[src/mexp_pkg.sv]
package mexp_pkg;

    localparam int OPERAND_WIDTH = 32;
    localparam int CNT_W         = $clog2(OPERAND_WIDTH);

    typedef logic [OPERAND_WIDTH-1:0] operand_t;

    typedef enum logic [2:0] {
        ST_IDLE,
        ST_BASE,
        ST_SQR,
        ST_MUL,
        ST_FINISH
    } state_t;

endpackage

[src/modular_exponentiation.sv]
// A zero exponent goes straight to the output register. Otherwise the base is reduced,
// then each exponent bit takes a square and, if set, a multiply. A stalled output
// register holds back the result.
// One transaction at a time: in_stall stays high until result_reg is loaded.
// Each modular multiply runs one shared add/compare-subtract unit, bit by bit.
// Reset (rst_n low, asynchronous) idles the sequencer, empties the output register
// and sets the modulus to 1.
module modular_exponentiation (
    input  logic        clk,
    input  logic        rst_n,
    input  logic        in_valid,
    output logic        in_stall,
    input  logic [31:0] base,
    input  logic [31:0] exponent,
    output logic        out_valid,
    input  logic        out_stall,
    output logic [31:0] power_result,
    input  logic        cfg_valid,
    output logic        cfg_ready,
    input  logic [31:0] modulus
);
    import mexp_pkg::*;

    localparam logic [CNT_W-1:0] CNT_LAST = CNT_W'(OPERAND_WIDTH - 1);

    state_t state_reg, state_next;

    operand_t          modulus_reg;
    operand_t          r_reg, r_next;
    operand_t          mx_reg, mx_next;
    operand_t          my_reg, my_next;
    logic              phase_reg, phase_next;
    logic [CNT_W-1:0]  cnt_reg, cnt_next;
    operand_t          exp_reg, exp_next;
    logic [CNT_W-1:0]  ecnt_reg, ecnt_next;
    operand_t          b_reg, b_next;
    operand_t          acc_reg, acc_next;
    logic              out_valid_reg, out_valid_next;
    operand_t          result_reg, result_next;

    operand_t                 addend;
    logic [OPERAND_WIDTH:0]   sum;
    operand_t                 diff;
    operand_t                 red;
    logic                     mul_done;
    logic                     in_take;
    logic                     out_free;
    logic                     exp_last;

    // shared modular add: one doubling or one conditional add per cycle
    always_comb
    begin
        addend = phase_reg ? (my_reg[OPERAND_WIDTH-1] ? mx_reg : '0) : r_reg;
        sum    = {1'b0, r_reg} + {1'b0, addend};
        diff   = sum[OPERAND_WIDTH-1:0] - modulus_reg;
        if (modulus_reg == '0)
        begin
            red = sum[OPERAND_WIDTH-1:0];
        end
        else if (sum >= {1'b0, modulus_reg})
        begin
            red = diff;
        end
        else
        begin
            red = sum[OPERAND_WIDTH-1:0];
        end
    end

    assign mul_done = phase_reg && (cnt_reg == CNT_LAST);
    assign in_take  = in_valid && !in_stall;
    assign out_free = !out_valid_reg || !out_stall;
    assign exp_last = (ecnt_reg == CNT_LAST);

    assign in_stall     = (state_reg != ST_IDLE);
    assign cfg_ready    = 1'b1;
    assign out_valid    = out_valid_reg;
    assign power_result = 32'(result_reg);

    // next state
    always_comb
    begin
        state_next = state_reg;
        unique case (state_reg)
            ST_IDLE:
            begin
                if (in_take)
                begin
                    state_next = (exponent[OPERAND_WIDTH-1:0] == '0) ? ST_FINISH : ST_BASE;
                end
            end
            ST_BASE:
            begin
                if (mul_done)
                begin
                    state_next = ST_SQR;
                end
            end
            ST_SQR:
            begin
                if (mul_done)
                begin
                    if (exp_reg[OPERAND_WIDTH-1])
                    begin
                        state_next = ST_MUL;
                    end
                    else if (exp_last)
                    begin
                        state_next = ST_FINISH;
                    end
                end
            end
            ST_MUL:
            begin
                if (mul_done)
                begin
                    state_next = exp_last ? ST_FINISH : ST_SQR;
                end
            end
            ST_FINISH:
            begin
                if (out_free)
                begin
                    state_next = ST_IDLE;
                end
            end
            default:
            begin
                state_next = ST_IDLE;
            end
        endcase
    end

    // datapath and output register
    always_comb
    begin
        r_next         = red;
        phase_next     = !phase_reg;
        cnt_next       = phase_reg ? cnt_reg + 1'b1 : cnt_reg;
        mx_next        = mx_reg;
        my_next        = phase_reg ? {my_reg[OPERAND_WIDTH-2:0], 1'b0} : my_reg;
        exp_next       = exp_reg;
        ecnt_next      = ecnt_reg;
        b_next         = b_reg;
        acc_next       = acc_reg;
        out_valid_next = out_valid_reg && out_stall;
        result_next    = result_reg;

        unique case (state_reg)
            ST_IDLE:
            begin
                r_next     = '0;
                phase_next = 1'b0;
                cnt_next   = '0;
                // reduce the base by multiplying it by one
                mx_next    = operand_t'(1);
                my_next    = base[OPERAND_WIDTH-1:0];
                exp_next   = exponent[OPERAND_WIDTH-1:0];
                ecnt_next  = '0;
                acc_next   = operand_t'(1);
            end
            ST_BASE:
            begin
                if (mul_done)
                begin
                    b_next     = red;
                    r_next     = '0;
                    phase_next = 1'b0;
                    cnt_next   = '0;
                    mx_next    = operand_t'(1);
                    my_next    = operand_t'(1);
                end
            end
            ST_SQR:
            begin
                if (mul_done)
                begin
                    acc_next   = red;
                    r_next     = '0;
                    phase_next = 1'b0;
                    cnt_next   = '0;
                    if (exp_reg[OPERAND_WIDTH-1])
                    begin
                        mx_next = b_reg;
                        my_next = red;
                    end
                    else
                    begin
                        mx_next   = red;
                        my_next   = red;
                        exp_next  = {exp_reg[OPERAND_WIDTH-2:0], 1'b0};
                        ecnt_next = ecnt_reg + 1'b1;
                    end
                end
            end
            ST_MUL:
            begin
                if (mul_done)
                begin
                    acc_next   = red;
                    r_next     = '0;
                    phase_next = 1'b0;
                    cnt_next   = '0;
                    mx_next    = red;
                    my_next    = red;
                    exp_next   = {exp_reg[OPERAND_WIDTH-2:0], 1'b0};
                    ecnt_next  = ecnt_reg + 1'b1;
                end
            end
            ST_FINISH:
            begin
                if (out_free)
                begin
                    out_valid_next = 1'b1;
                    result_next    = acc_reg;
                end
            end
            default:
            begin
                r_next = r_reg;
            end
        endcase
    end

    always_ff @(posedge clk or negedge rst_n)
    begin
        if (!rst_n)
        begin
            state_reg     <= ST_IDLE;
            modulus_reg   <= operand_t'(1);
            out_valid_reg <= 1'b0;
            phase_reg     <= 1'b0;
            cnt_reg       <= '0;
            ecnt_reg      <= '0;
        end
        else
        begin
            state_reg     <= state_next;
            out_valid_reg <= out_valid_next;
            phase_reg     <= phase_next;
            cnt_reg       <= cnt_next;
            ecnt_reg      <= ecnt_next;
            if (cfg_valid && cfg_ready)
            begin
                modulus_reg <= modulus[OPERAND_WIDTH-1:0];
            end
        end
    end

    always_ff @(posedge clk)
    begin
        r_reg      <= r_next;
        mx_reg     <= mx_next;
        my_reg     <= my_next;
        exp_reg    <= exp_next;
        b_reg      <= b_next;
        acc_reg    <= acc_next;
        result_reg <= result_next;
    end

endmodule

[config.mk]
export PLATFORM = sky130hd
export DESIGN_NAME = modular_exponentiation
export DESIGN_NICKNAME = d
export VERILOG_FILES = /design/src/mexp_pkg.sv /design/src/modular_exponentiation.sv
export SDC_FILE = /design/constraint.sdc
export NUM_CORES = 1
export LEC_CHECK = 0
export ABC_CLOCK_PERIOD_IN_PS = 8100
export BUFFER_PORTS_ARGS = -buffer_cell sky130_fd_sc_hd__buf_2
export CAP_MARGIN = 20
export CORE_MARGIN = 2
export CORE_UTILIZATION = 40
export DETAILED_ROUTE_END_ITERATION = 7
export HOLD_SLACK_MARGIN = 0.06
export SLEW_MARGIN = 20
export SYNTH_ARGS = -nofsm -noshare
export SYNTH_HDL_FRONTEND = slang
export SYNTH_SLANG_ARGS = --single-unit
[constraint.sdc]
create_clock -name clk -period 8.1 [get_ports clk]
set_clock_uncertainty 0.05 [all_clocks]
set_input_delay 2.43 -clock clk [delete_from_list [all_inputs] [get_ports clk]]
set_output_delay 2.43 -clock clk [all_outputs]
set_load 0.005 [all_outputs]
### Word level (Yosys, flattened, before mapping)

Index checks and enable logic that the tools add are counted.

| cells by class | value |
|---|---|
| mux-type cells | 41 |
| $lt $le $gt $ge | 1 |
| equality and inequality tests | 14 |
| reduce and logical (&&, ||, !) cells | 25 |
| add/sub/neg operators | 4 |

Operators with widths:

| kind | count |
|---|---|
| 32-bit two-way mux | 15 |
| 32-bit one-hot mux with 3 select lines | 3 |
| 32-bit one-hot mux with 4 select lines | 1 |
| 32-bit zero test | 2 |
| 32-bit one-hot mux with 2 select lines | 1 |
| 32-bit by 32-bit adder with 33-bit output | 1 |
| 33-bit by 32-bit greater-or-equal comparator with 1-bit output | 1 |
| 32-bit subtractor | 1 |
| 3-bit two-way mux | 9 |
| 5-bit two-way mux | 5 |
| 3-bit one-hot mux with 5 select lines | 1 |
| 5-bit one-hot mux with 3 select lines | 1 |
| 2-bit inequality test, second input constant | 6 |
| 5-bit by 1-bit adder with 5-bit output, second input constant | 2 |
| 5-bit == test, second input constant | 2 |
| 5-bit one-hot mux with 2 select lines | 1 |
| 3-bit nonzero test | 3 |
| 4-bit AND reduction | 2 |
| 3-bit by 2-bit == test with 1-bit output, second input constant | 2 |
| 2-bit AND reduction | 3 |
| 6-bit AND reduction | 1 |
| 1-bit zero test | 4 |
| 4-bit nonzero test | 1 |
| 3-bit by 1-bit == test with 1-bit output, second input constant | 1 |
| other kinds (12) | 16 |

| storage, ports and cells | value |
|---|---|
| logic and storage cells | 99 |
| bits in registers | 271 |
| bits of input ports | 101 |

### Logic depth before layout (Yosys ltp)

| depth | value |
|---|---|
| word-level depth | 9 |
| gate-level depth with buffers | 27 |
| mapped depth without buffers | 22 |

### Worst setup path after synthesis

Ideal clock, no wire load.

| timing path | value |
|---|---|
| path kind | register to register |
| start point | register phase_reg |
| end point | register mx_reg[31], data pin |
| data arrival time | 5.503 ns |
| data required time | 7.778 ns |
| slack | 2.275 ns |
| library setup time | 0.272 ns |
| path buffers | 7 |
| stages on the path, launching flop included | 28 |
| cell sequence | dfrtp_1 clkbuf_1 and2_1 clkbuf_1 clkbuf_1 nand2_1 o21ai_0 ha_1 a211oi_1 o31a_1 a2111oi_2 nor2_1 o21a_1 o31ai_1 xor2_1 ha_1 clkbuf_1 and4_1 and3_1 clkbuf_1 a41o_1 a21oi_1 o21ai_1 o22a_1 buf_6 buf_6 mux2i_2 a21oi_1 |

| between the ends | value |
|---|---|
| cells in the longest elaborated chain, start to end | 8 |
| elaborated cells on any way between the ends | 10 |
| classes of those cells | 2 x add/sub; 1 x order compare; 7 x mux |

Ends and longest elaborated chain:

| what | line | RTL |
|---|---|---|
| from (decl) | modular_exponentiation.sv:32 | `logic phase_reg, phase_next;` |
| from (signal assigned) | modular_exponentiation.sv:240 | `phase_reg <= phase_next;` |
| 32-bit two-way mux * | modular_exponentiation.sv:53 | `addend = phase_reg ? (my_reg[OPERAND_WIDTH-1] ? mx_reg : '0) : r_reg;` |
| 32-bit by 32-bit adder with 33-bit output * | modular_exponentiation.sv:54 | `sum = {1'b0, r_reg} + {1'b0, addend};` |
| 32-bit subtractor or 33-bit by 32-bit greater-or-equal comparator with 1-bit output (tied branches) | modular_exponentiation.sv:55, modular_exponentiation.sv:60 |  |
| 32-bit two-way mux | modular_exponentiation.sv:60 | `else if (sum >= {1'b0, modulus_reg})` |
| 32-bit two-way mux * | modular_exponentiation.sv:56 | `if (modulus_reg == '0)` |
| 32-bit two-way mux | modular_exponentiation.sv:182 | `if (exp_reg[OPERAND_WIDTH-1])` |
| 32-bit two-way mux | modular_exponentiation.sv:176 | `if (mul_done)` |
| 32-bit one-hot mux with 4 select lines * | modular_exponentiation.sv:149 | `unique case (state_reg)` |
| via mx_next[31] | modular_exponentiation.sv:30 | `operand_t mx_reg, mx_next;` |
| to (signal assigned) | modular_exponentiation.sv:253 | `mx_reg <= mx_next;` |
| to (decl) | modular_exponentiation.sv:30 |  |

The timed path passes the listed nets; every way through them passes the cells marked *. The select of a mux whose other input is x is not followed.
A chain may end at the register's enable or synchronous reset.

### Final worst setup path

| timing path | value |
|---|---|
| start point | register phase_reg |
| end point | register my_reg[12] |

| between the ends | value |
|---|---|
| cells in the longest elaborated chain, start to end | 7 |
| elaborated cells on any way between the ends | 11 |
| classes of those cells | 2 x add/sub; 1 x order compare; 7 x mux; 1 x reduce/logical |

Ends and longest elaborated chain:

| what | line | RTL |
|---|---|---|
| 32-bit two-way mux * | modular_exponentiation.sv:53 |  |
| 32-bit by 32-bit adder with 33-bit output * | modular_exponentiation.sv:54 |  |
| 32-bit subtractor or 33-bit by 32-bit greater-or-equal comparator with 1-bit output (tied branches) | modular_exponentiation.sv:55, modular_exponentiation.sv:60 |  |
| 32-bit two-way mux | modular_exponentiation.sv:60 |  |
| 32-bit two-way mux * | modular_exponentiation.sv:56 |  |
| via red[12] | modular_exponentiation.sv:44 | `operand_t red;` |
| 32-bit two-way mux * | modular_exponentiation.sv:176 |  |
| 32-bit one-hot mux with 3 select lines * | modular_exponentiation.sv:149 |  |
| via my_next[12] | modular_exponentiation.sv:31 | `operand_t my_reg, my_next;` |
| to (signal assigned) | modular_exponentiation.sv:254 | `my_reg <= my_next;` |
| to (decl) | modular_exponentiation.sv:31 |  |

The timed path passes the listed nets; every way through them passes the cells marked *.

==> impl_metrics.py <==
metrics = {
    "yosys": {
        "ys_ff_latch": 271,
        "synth.most_common_cell": "edfxtp_1",
        "synth_flop_cell": "edfxtp_1",
        "synth_edf_count": 192,
        "syn-cell-area_um2": 15000,
        "synthTopCellsByCount": "edfxtp_1 (192), nand2_1 (155), o21ai_0 (127), nor2_1 (121), inv_1 (112)",
        "synth_cell_types": 84,
        "synth_fp_nets": 1608,
        "synthTopCellsByArea": "edfxtp_1 (38%), dfrtp_1 (7.7%), ha_1 (5.7%)",
        "synth_area_leader_cell": "edfxtp_1",
        "avgSynthCellArea_um2": 10.5,
        "async_reset_ff_share_pct": 17.3,
        "netlist_instances": 1437,
        "synth_top_area_share_pct": 38.4,
        "yosysWarnings": 0,
        "ys_seq_area_share_pct": 50.5,
    },
    "global_routing": {
        "grt_usage_pct": 20.3,
        "grt_pass1_wl_mm": 61.7,
        "grt_antenna_before_repair": 0,
        "grt-ovfl-total": 0,
        "grt_pass1_vias": 11200,
        "grt_start_max_net_pins": 69,
    },
    "layout": {
        "drive_gt1_share_pct": 17.0,
        "nets": 1715,
        "num-fill-cells": 3410,
        "area_growth_pct": 14.7,
        "n_antenna_cell": 0,
    },
    "routing": {
        "routed_wl_mm": 39.7,
        "first_pass_iters": 5,
        "drc": 0,
        "vias": 11200,
        "ant_nets": 0,
        "via_per_inst": 5.49,
        "wire_per_inst_um": 19.5,
        "drt_iter0_drc": 655,
    },
    "clock_tree": {
        "htree_levels": 1,
        "ctsHoldBuffers": 0,
        "post_cts_buffers": 0,
        "cts_tree": "yes",
        "cts_root_buf": "clkbuf_16",
        "clock_tree.buffer_depth": 3,
        "cts_resized": 0,
        "cts_buffers": 30,
        "clock_sinks": 271,
        "clkSlewWorstSetupHoldPaths_ps": 60,
        "worstSkewPairLatency_ps": 570,
    },
    "worst_setup_path": {
        "cp_max_fo": 41,
        "reg2reg_from": "phase_reg",
        "critPathLaunch": "phase_reg",
        "critPathArrivalTime_ps": 7080,
        "start_kind": "flip-flop",
        "critPathRequiredTime_ps": 8490,
        "critical_path.endpoint_type": "flip-flop",
        "crit_type": "flip-flop to flip-flop",
    },
    "timing": {
        "finalHoldViolations": 0,
        "period_minus_slack_ps": 6690,
        "worst-slew-pin-transition_ps": 1030,
        "rsz0062_at_grt": "false",
        "slew_viol_final": 0,
        "max_freq_mhz": 149,
        "finalCritPeriodShare_pct": 82.6,
        "timing.slew.headroom_pct": 31.3,
        "setup_viol": 0,
        "tns_ps": 0,
    },
    "placement": {
        "gp_congestion": 0.893,
        "dp_hpwl_mm": 29.0,
        "port_buffers": 134,
    },
    "run_status": {
        "status": "finished clean",
    },
    "worst_hold_path": {
        "hold_path_class": "flip-flop to flip-flop",
        "hold_path.startpoint": "acc_reg[29]",
    },
    "die": {
        "io_pins": 136,
        "initial_core_util_pct": 40.8,
        "chipWidth_um": 198,
        "core_um2": 36800,
        "dieArea_um2": 39100,
        "dieHeight_um": 198,
        "fp-row-count": 70,
    },
    "job": {
        "cap_violations": 0,
    },
}
## area by class of cell
cell class | count | area [um2] | area share (%)
Clock buffer | 39 | 836 | 4.85
Clock inverter | 17 | 248 | 1.44
Tap cell | 468 | 586 | 3.40
Inverter | 112 | 420 | 2.44
Multi-Input combinational cell | 979 | 6750 | 39.2
Timing Repair Buffer | 150 | 811 | 4.70
Sequential cell | 271 | 7580 | 44.0
## kinds of logic after synthesis
family / Yosys count / synth area share, %
buffers and inverters: 187 / 5.02
other: 1 / 0.0250
XOR/XNOR: 59 / 3.49
adder cells (fa/ha/maj): 70 / 5.93
AO/OA/AOI/OAI: 391 / 16.9
AND/OR/NAND/NOR: 390 / 11.5
multiplexers: 68 / 6.69
flip-flops: 271 / 50.5
## critical path, cell delays in order (launching register included)
cell and delay (ps):
dfrtp_2 350, buf_4 390, o21ai_0 180, ha_1 240, fa_1 400, a21oi_1 270
o211ai_1 170, a21oi_1 540, o211a_1 290, o21bai_1 70, a21oi_1 180, xnor2_1 130
ha_1 440, nand2_1 100, o21ai_0 240, a211oi_1 80, o21ai_0 190, a21oi_1 120
nor4_1 370, o22a_4 720, buf_4 350, mux2_4 350, a221o_1 320
## metal layers
metal / track usage (%) / vias to the layer above / part of all wire (%) / wire length [um]
li1: - / 5437 / - / -
met3: 2.76 / 50 / 4.1 / 1610
met2: 36.9 / 250 / 52 / 20500
met5: 0 / - / 0 / 0
met4: 4.79 / 0 / 2.1 / 852
met1: 25.4 / 5440 / 42 / 16700
## path summary, 6_finish.rpt
| check | to | slack [ps] | cells past startpoint |
|---|---|---|---|
| min in group asynchronous | modulus_reg[6] | 1950 | 2 |
| worst min register to register | power_result[29] | 370 | 0 |
| worst min-delay path | power_result[29] | 370 | 0 |
| worst max register to register | my_reg[12] | 1410 | 22 |
| max in group asynchronous | phase_reg | 5550 | 2 |
| worst max-delay path | my_reg[12] | 1410 | 22 |
## cells in the final DEF, fill, tap and decap left out, types with 15 or more instances in the layout
cell       netlist  routed
a21oi_1         97      96
buf_4            1      15
ha_1            68      68
nor2_1         121     119
clkbuf_16        0      31
o21ai_0        127     126
mux2i_1         34      34
nor2b_1         16      15
nand3_1         19      19
dfrtp_1         46      45
xor2_1          22      22
a22o_1          30      30
dfxtp_1         32      32
edfxtp_1       192     192
o221ai_1        27      27
inv_1          112     112
mux2i_4         23      23
xnor2_1         36      36
nand2_1        155     153
nor4_1          20      20
nand4_1         15      15
buf_2            1     134
## metrics by stage
stage,setup slack (ps),utilization (%),hold slack [ps],area [um2],cells
final,1410,46.9,368,17200,2036
after global routing,892,46.9,370,17200,2036
after CTS,1420,46.8,367,17200,2035
after detailed placement,1450,43.8,355,16100,1979
after global placement,1530,43.8,353,16100,1979
after floorplan,2280,-,350,15000,1437
Power is not shown: default switching activity piles up to over one toggle a cycle in this logic, so the estimate is an artifact.
